$ cat src/varint_length_prefixed_deframer_unit_assert.svh
// Assertion macros for the varint deframer.
// Each macro expects signals named clk and rst in the scope where it is used.
`ifndef VARINT_LENGTH_PREFIXED_DEFRAMER_UNIT_ASSERT_SVH
`define VARINT_LENGTH_PREFIXED_DEFRAMER_UNIT_ASSERT_SVH

// The consequent must hold in the same cycle as the antecedent.
`define VLPD_ASSERT_SAME(lbl, ante, cons, msg) \
  lbl: assert property (@(posedge clk) disable iff (rst) (ante) |-> (cons)) else $error(msg);

// The consequent must hold in the cycle after the antecedent.
`define VLPD_ASSERT_NEXT(lbl, ante, cons, msg) \
  lbl: assert property (@(posedge clk) disable iff (rst) (ante) |=> (cons)) else $error(msg);

`endif

$ cat src/vlpd_pkg.sv
// Shared types and constants for the varint length-prefixed deframer.
// Used by vlpd_decode, the top level and both bench modules; no dependencies.
package vlpd_pkg;

  localparam int unsigned VarintLimitDefault = 32;
  localparam int unsigned GroupBits = 7;
  localparam int unsigned AccumW = 32;
  localparam int unsigned IdentW = 31;
  localparam int unsigned IdCountW = 3;

  typedef enum logic [1:0] {
    PH_LENGTH  = 2'd0,
    PH_IDENT   = 2'd1,
    PH_PAYLOAD = 2'd2,
    PH_DROP    = 2'd3
  } phase_t;

  typedef enum logic [1:0] {
    KIND_DATA  = 2'd0,
    KIND_EMPTY = 2'd1,
    KIND_LONG  = 2'd2,
    KIND_BAD   = 2'd3
  } kind_t;

  typedef struct packed {
    kind_t             kind;
    logic [7:0]        payload_byte;
    logic [IdentW-1:0] packet_ident;
    logic              first;
    logic              last;
  } result_t;

endpackage

$ cat src/varint_length_prefixed_deframer_unit.sv
// Top level of the varint length-prefixed packet deframer.
// Instantiates vlpd_decode; uses vlpd_pkg and the assertion macro header.
`include "varint_length_prefixed_deframer_unit_assert.svh"

// Takes one stream byte per beat and returns payload bytes tagged with their packet id and
// first/last marks, one result per empty packet, and a single error result when framing
// breaks, after which all bytes are swallowed until reset. A byte is taken every cycle
// while results drain: it sits in the input register while the decoder handles it, and
// its result is then loaded into the output register. A two-entry output stage (result
// register plus skid register) absorbs a decoder result while the output stalls; once the
// skid register is full and a byte waits in the input register, the stall backs up to the
// input.
module varint_length_prefixed_deframer_unit #(
  parameter int unsigned VARINT_LIMIT_BITS = vlpd_pkg::VarintLimitDefault
) (
  input  logic                        clk,
  input  logic                        rst,
  input  logic                        in_valid,
  output logic                        in_stall,
  input  logic [7:0]                  data_byte,
  output logic                        out_valid,
  input  logic                        out_stall,
  output logic [1:0]                  kind,
  output logic [7:0]                  payload_byte,
  output logic [vlpd_pkg::IdentW-1:0] packet_ident,
  output logic                        first_of_packet,
  output logic                        last_of_packet
);
  import vlpd_pkg::*;

  logic       byte_valid;
  logic [7:0] byte_q;
  logic       skid_valid;
  result_t    skid;
  result_t    out_q;
  logic       out_valid_q;

  logic       in_take;
  logic       proc;
  logic       out_take;
  logic       dec_valid;
  result_t    dec_res;
  logic       dec_fault;

  assign in_stall = byte_valid && skid_valid;
  assign in_take  = in_valid && !in_stall;
  assign proc     = byte_valid && !skid_valid;
  assign out_take = out_valid_q && !out_stall;

  vlpd_decode #(
    .VARINT_LIMIT_BITS(VARINT_LIMIT_BITS)
  ) u_decode (
    .clk       (clk),
    .rst       (rst),
    .step      (proc),
    .data_byte (byte_q),
    .res_valid (dec_valid),
    .res       (dec_res)
  );

  always_ff @(posedge clk) begin
    if (rst) begin
      byte_valid <= 1'b0;
    end else if (in_take) begin
      byte_valid <= 1'b1;
    end else if (proc) begin
      byte_valid <= 1'b0;
    end
  end

  always_ff @(posedge clk) begin
    if (in_take) begin
      byte_q <= data_byte;
    end
  end

  // The skid register only fills while the result register is held, and it always
  // drains into the result register before a new decoder result goes there.
  always_ff @(posedge clk) begin
    if (rst) begin
      out_valid_q <= 1'b0;
      skid_valid  <= 1'b0;
    end else if (!out_valid_q || out_take) begin
      if (skid_valid) begin
        out_valid_q <= 1'b1;
        skid_valid  <= 1'b0;
      end else begin
        out_valid_q <= proc && dec_valid;
      end
    end else if (proc && dec_valid) begin
      skid_valid <= 1'b1;
    end
  end

  always_ff @(posedge clk) begin
    if (!out_valid_q || out_take) begin
      if (skid_valid) begin
        out_q <= skid;
      end else if (proc && dec_valid) begin
        out_q <= dec_res;
      end
    end else if (proc && dec_valid) begin
      skid <= dec_res;
    end
  end

  assign out_valid       = out_valid_q;
  assign kind            = out_q.kind;
  assign payload_byte    = out_q.payload_byte;
  assign packet_ident    = out_q.packet_ident;
  assign first_of_packet = out_q.first;
  assign last_of_packet  = out_q.last;

  assign dec_fault = proc && dec_valid && (dec_res.kind == KIND_LONG || dec_res.kind == KIND_BAD);

  `VLPD_ASSERT_SAME(a_skid_behind_out, skid_valid, out_valid_q, "skid full with output empty")
  `VLPD_ASSERT_NEXT(a_silent_after_error, dec_fault, !dec_valid, "result after a framing error")
  `VLPD_ASSERT_SAME(a_first_on_data, out_valid_q && out_q.first, out_q.kind == KIND_DATA, "stray first")

endmodule

$ cat src/vlpd_decode.sv
// Framing state machine of the deframer: varint decode, length tracking, result build.
// Depends on vlpd_pkg.
module vlpd_decode #(
  parameter int unsigned VARINT_LIMIT_BITS = vlpd_pkg::VarintLimitDefault
) (
  input  logic              clk,
  input  logic              rst,
  input  logic              step,
  input  logic [7:0]        data_byte,
  output logic              res_valid,
  output vlpd_pkg::result_t res
);
  import vlpd_pkg::*;

  localparam int unsigned ShiftW = $clog2(VARINT_LIMIT_BITS);

  phase_t              phase, phase_next;
  logic [AccumW-1:0]   varint_accum, varint_accum_next;
  logic [ShiftW-1:0]   shift_position, shift_position_next;
  logic [IdentW-1:0]   bytes_remaining, bytes_remaining_next;
  logic [IdCountW-1:0] id_byte_count, id_byte_count_next;
  logic [IdentW-1:0]   current_ident, current_ident_next;
  logic                first_pending, first_pending_next;

  logic [AccumW-1:0]   acc_or;
  logic [ShiftW:0]     shift_add;
  logic                cont;
  logic                too_long;
  logic [IdCountW-1:0] id_count_inc;
  logic [IdentW-1:0]   rem_after_id;
  logic                last_byte;

  always_ff @(posedge clk) begin
    if (rst) begin
      phase           <= PH_LENGTH;
      varint_accum    <= '0;
      shift_position  <= '0;
      bytes_remaining <= '0;
      id_byte_count   <= '0;
      current_ident   <= '0;
      first_pending   <= 1'b1;
    end else if (step) begin
      phase           <= phase_next;
      varint_accum    <= varint_accum_next;
      shift_position  <= shift_position_next;
      bytes_remaining <= bytes_remaining_next;
      id_byte_count   <= id_byte_count_next;
      current_ident   <= current_ident_next;
      first_pending   <= first_pending_next;
    end
  end

  // Bits of a group that land at bit 32 or above fall off the top of the accumulator.
  assign acc_or       = varint_accum | (AccumW'(data_byte[GroupBits-1:0]) << shift_position);
  assign shift_add    = {1'b0, shift_position} + (ShiftW+1)'(GroupBits);
  assign cont         = data_byte[7];
  assign too_long     = cont && (shift_add >= (ShiftW+1)'(VARINT_LIMIT_BITS));
  assign id_count_inc = id_byte_count + IdCountW'(1);
  assign rem_after_id = bytes_remaining - IdentW'(id_count_inc);
  assign last_byte    = (bytes_remaining <= IdentW'(1));

  always_comb begin
    phase_next           = phase;
    varint_accum_next    = varint_accum;
    shift_position_next  = shift_position;
    bytes_remaining_next = bytes_remaining;
    id_byte_count_next   = id_byte_count;
    current_ident_next   = current_ident;
    first_pending_next   = first_pending;
    res_valid            = 1'b0;
    res                  = '0;
    res.kind             = KIND_DATA;

    case (phase)
      PH_LENGTH: begin
        varint_accum_next = acc_or;
        if (cont) begin
          if (too_long) begin
            phase_next = PH_DROP;
            res_valid  = 1'b1;
            res.kind   = KIND_LONG;
          end else begin
            shift_position_next = shift_add[ShiftW-1:0];
          end
        end else if (acc_or == '0 || acc_or[AccumW-1]) begin
          // A length read as a signed word must be positive.
          phase_next = PH_DROP;
          res_valid  = 1'b1;
          res.kind   = KIND_BAD;
        end else begin
          bytes_remaining_next = acc_or[IdentW-1:0];
          varint_accum_next    = '0;
          shift_position_next  = '0;
          id_byte_count_next   = '0;
          phase_next           = PH_IDENT;
        end
      end
      PH_IDENT: begin
        id_byte_count_next = id_count_inc;
        varint_accum_next  = acc_or;
        if (cont) begin
          if (too_long) begin
            phase_next = PH_DROP;
            res_valid  = 1'b1;
            res.kind   = KIND_LONG;
          end else begin
            shift_position_next = shift_add[ShiftW-1:0];
          end
        end else if (acc_or[AccumW-1] || (IdentW'(id_count_inc) > bytes_remaining)) begin
          phase_next = PH_DROP;
          res_valid  = 1'b1;
          res.kind   = KIND_BAD;
        end else begin
          current_ident_next   = acc_or[IdentW-1:0];
          bytes_remaining_next = rem_after_id;
          varint_accum_next    = '0;
          shift_position_next  = '0;
          id_byte_count_next   = '0;
          first_pending_next   = 1'b1;
          if (rem_after_id == '0) begin
            // The id used up the whole length: report an empty packet.
            phase_next       = PH_LENGTH;
            res_valid        = 1'b1;
            res.kind         = KIND_EMPTY;
            res.packet_ident = acc_or[IdentW-1:0];
            res.last         = 1'b1;
          end else begin
            phase_next = PH_PAYLOAD;
          end
        end
      end
      PH_PAYLOAD: begin
        res_valid          = 1'b1;
        res.kind           = KIND_DATA;
        res.payload_byte   = data_byte;
        res.packet_ident   = current_ident;
        res.first          = first_pending;
        res.last           = last_byte;
        first_pending_next = 1'b0;
        if (last_byte) begin
          bytes_remaining_next = '0;
          phase_next           = PH_LENGTH;
          first_pending_next   = 1'b1;
          varint_accum_next    = '0;
          shift_position_next  = '0;
        end else begin
          bytes_remaining_next = bytes_remaining - IdentW'(1);
        end
      end
      PH_DROP: begin
        // Framing is lost; every byte is discarded until reset.
      end
      default: begin
        phase_next = PH_DROP;
      end
    endcase
  end

endmodule

$ cat config.mk
export PLATFORM = sky130hd
export DESIGN_NAME = varint_length_prefixed_deframer_unit
export DESIGN_NICKNAME = d
export VERILOG_FILES = /design/src/vlpd_pkg.sv /design/src/varint_length_prefixed_deframer_unit.sv /design/src/vlpd_decode.sv
export VERILOG_INCLUDE_DIRS = /design/src /design/src/src
export SDC_FILE = /design/constraint.sdc
export NUM_CORES = 1
export LEC_CHECK = 0
export BUFFER_PORTS_ARGS = -buffer_cell sky130_fd_sc_hd__buf_2
export CORE_UTILIZATION = 50
export DETAILED_ROUTE_END_ITERATION = 10
export HOLD_SLACK_MARGIN = 0.06
export PLACE_DENSITY = 0.67
export SETUP_SLACK_MARGIN = 0.05
export SLEW_MARGIN = 0
export SYNTH_ARGS = -nofsm -noshare
export SYNTH_HDL_FRONTEND = slang
export SYNTH_SLANG_ARGS = --single-unit
$ cat constraint.sdc
create_clock -name clk -period 14.1 [get_ports clk]
set_input_delay 0.705 -clock clk [delete_from_list [all_inputs] [get_ports clk]]
set_output_delay 0.705 -clock clk [all_outputs]
set_load 0.01 [all_outputs]
==> results.md <==
- Die Ht: between 150 and 200 um
- Die area: 0.0235 sq mm
- Worst Hold Launch: data_byte[3]
- Initial Utilization: 0.507
- Top FF cell, synth: dfxtp_1
- Cells after Synth: 1269
- H-tree Lvls: 1
- Critical path startpoint: u_decode.shift_position[1]
- Antenna violations before repair: 3
- Flop pwr share: 0.404
- Longest Clk Path Bufs: 3
- Reg-to-Reg End: skid[7]
- RSZ-0062 raised after global routing: false
- Routed vias: 10200
- Combinational share of power: 0.207
- Count of different cell masters after synthesis: 93
- Max Clk Rate: 207 MHz
- # nets final: 1289
- CP endpoint kind: flip-flop
- Root buffer cell: clkbuf_16
- DP HPWL: 25.6 mm
- # setup viols final: 0
- N_diodes: 0
- GPL Wtd Cong: ~1.0
- Non-Filler Instances: 1567
- Worst Hold Depth: 1
- Mapped cell area: 0.0115 sq mm
- Number of instances in the placed design: roughly 1500
- Per-cell routed wire length: 23.7 um
- WS Path Type: reg -> reg
- Final min period: 4.83 ns
- Hold Path End: byte_q[3]
- Final Hold Fails: 0
- Tcrit/Tclk final: 0.343
- Status: completed
- Min setup slack post-route: 9.27 ns
- DRT antenna net count: 0
- Vias in the first global route: 9746
- Final TNS setup: 0 ns
- Clock Sinks: 202
- Clock Latency Late Sink: 0.53 ns
- TritonRoute pass-1 iters: 5
- Largest net degree at the start of global routing: 54
- R2R Setup Slk: about 9.3 ns
- P_int: 1.10 mW
- Drt first-iter violations: approximately 1200
- Top-level port count: 57
- Gr usage total: 0.313
- Clock Skew: 0.0202 ns
- GRT overflow: 0
- Share of cells above drive strength 1: 0.141
- Max-cap viol count: 0
- # DRC: 0
- Global-route wire length before repair: 57.2 mm
- Slew margin rel.: 0.193
- Sw Share: 0.316
- Cell row count: 55
- Number of synthesized register bits: 202
- Crit path required time: 14.26 ns
- Area growth from synthesis to layout: 9.99%
- Post-Place Worst Slack: 9.41 ns
- Post-synth EDFFs: between 90 and 100
- Post-synth ARST share: 0
- Power Density: around 130 mW/mm^2
- CTS tree: yes
- Reg-to-Reg Start: u_decode.shift_position[1]
- Port Buffers: 56
- Met1 Usage GRT: 0.415
- Commonest non-fill, non-tap cell in the layout: nor2_1
- TritonCTS buffer count: 23
- Startpoint Class: flip-flop
- Worst path arrival time: about 5 ns
- Max-slew violations: 0
- Pleak: 4.25 nW
- HP Class: in -> reg
- # resized after CTS: 0
- Vias per cell: 6.53
- GRT Max-Usage Layer: met2
- Yosys warning count: 0
- Sequential share of the synthesized area: 0.435
- Final WL: 37.1 mm
- M3 GR Usage: 0.0522
- Cells on worst reg2reg path: 10
- Clock network fraction of design power: 0.389
- VDD IR max: 0.0756 mV
- M2 GR Usage: 0.504
- Tightest Pin Transition: ~1.2 ns
- Synthesized area per cell: 9.02 sq um
- CTS clk-pin slew, worst paths: approximately 0.060 ns
- CTS Hold Bufs: 0
- NetSw: approximately 0.51 mW
- Die width: 153 um
- Post-CTS Setup Bufs: 0
- Max FO, Critical Path: 43
- Most frequent cells in the layout: nor2_1 (127), nand2_1 (113), dfxtp_1 (107)
- Synthesized netlist net count: 1293
- Core box area: 0.0226 sq mm
cells in the mapped netlist (17+ instances only):
master      n  area share
a21oi_1    76       0.033
nor3_1     38       0.017
clkbuf_1   76       0.025
a31oi_1    19       0.010
nor2_1    130       0.043
inv_1      31       0.010
mux2i_1    21       0.018
dfxtp_1   108        0.19
edfxtp_1   94        0.25
a22oi_1    40       0.026
nand3_1    24       0.010
nand2_1   113       0.037
o21ai_0    89       0.039
a211oi_1   33       0.022
and2_1     17      0.0093
nor4_1     19       0.010
worst max-delay path by stage:
stage / endpoint / cells past startpoint
finish: skid[7] / 10
global route: skid[27] / 10
CTS: skid[27] / 10
detailed placement: skid[2] / 10
global placement: skid[2] / 10
floorplan: first_of_packet / 12
metrics by stage:
step                hold WS [ns]  total power [mW]  area [sq um]   util
detailed placement         0.449             0.982         11800  0.524
floorplan                  0.429             0.885         11500      -
CTS                        0.349              1.60         12600  0.558
global route               0.353              1.66         12600  0.558
global placement           0.437             0.983         11800  0.524
finish                     0.359              1.60         12600  0.558
registers in the layout, indices dropped and copies added, names as in the netlist:
signal,flops
skid,43
u_decode.varint_accum,32
packet_ident,31
u_decode.bytes_remaining,31
u_decode.current_ident,31
byte_q,8
payload_byte,8
u_decode.shift_position,5
u_decode.id_byte_count,3
kind,2
u_decode.phase,2
byte_valid,1
first_of_packet,1
last_of_packet,1
out_valid,1
skid_valid,1
u_decode.first_pending,1
kinds of logic (layout without fill, tap and decap cells):
group | after synthesis | after routing | share of synthesized area
flops | 202 | 202 | 0.435
simple gates | 445 | 445 | 0.194
mux | 41 | 41 | 0.0436
compound gates | 417 | 417 | 0.251
fa+ha+maj | 12 | 12 | 0.0138
xor+xnor | 14 | 14 | 0.0107
buf+inv | 138 | 151 | 0.0520
layer usage:
metal | up-vias | wire length [um]
met4 | 2 | 1540
met5 | - | 9
met1 | 4888 | 15900
met3 | 106 | 2720
met2 | 452 | 17000
li1 | 4779 | -
cell type report:
type	instances	area [sq um]
Multi-Input combinational cell	929	5920
Fill cell	2087	9980
Inverter	33	124
Clock buffer	30	626
Timing Repair Buffer	76	430
Sequential cell	202	4990
Clock inverter	12	154
Tap cell	285	357
worst max-delay path, cell delays in order, from the launching register on:
cell       delay (ns)
dfxtp_1          0.33
buf_4            0.32
mux2i_1          0.47
mux2i_1          0.22
a211oi_1         0.72
o2111ai_1        0.25
or4_4            0.63
o21ai_4          0.44
a211oi_1         0.29
nor3_2           0.21
buf_4            0.50
power by group through the flow:
stage | clock network (mW) | logic [mW] | registers [mW]
after floorplan | 0 | 0.238 | 0.647
after global placement | 0 | 0.324 | 0.658
after detailed placement | 0 | 0.323 | 0.659
after CTS | 0.629 | 0.324 | 0.646
after global routing | 0.653 | 0.357 | 0.648
final | 0.623 | 0.332 | 0.647
No activity file was read; power rests on OpenSTA's default activity.
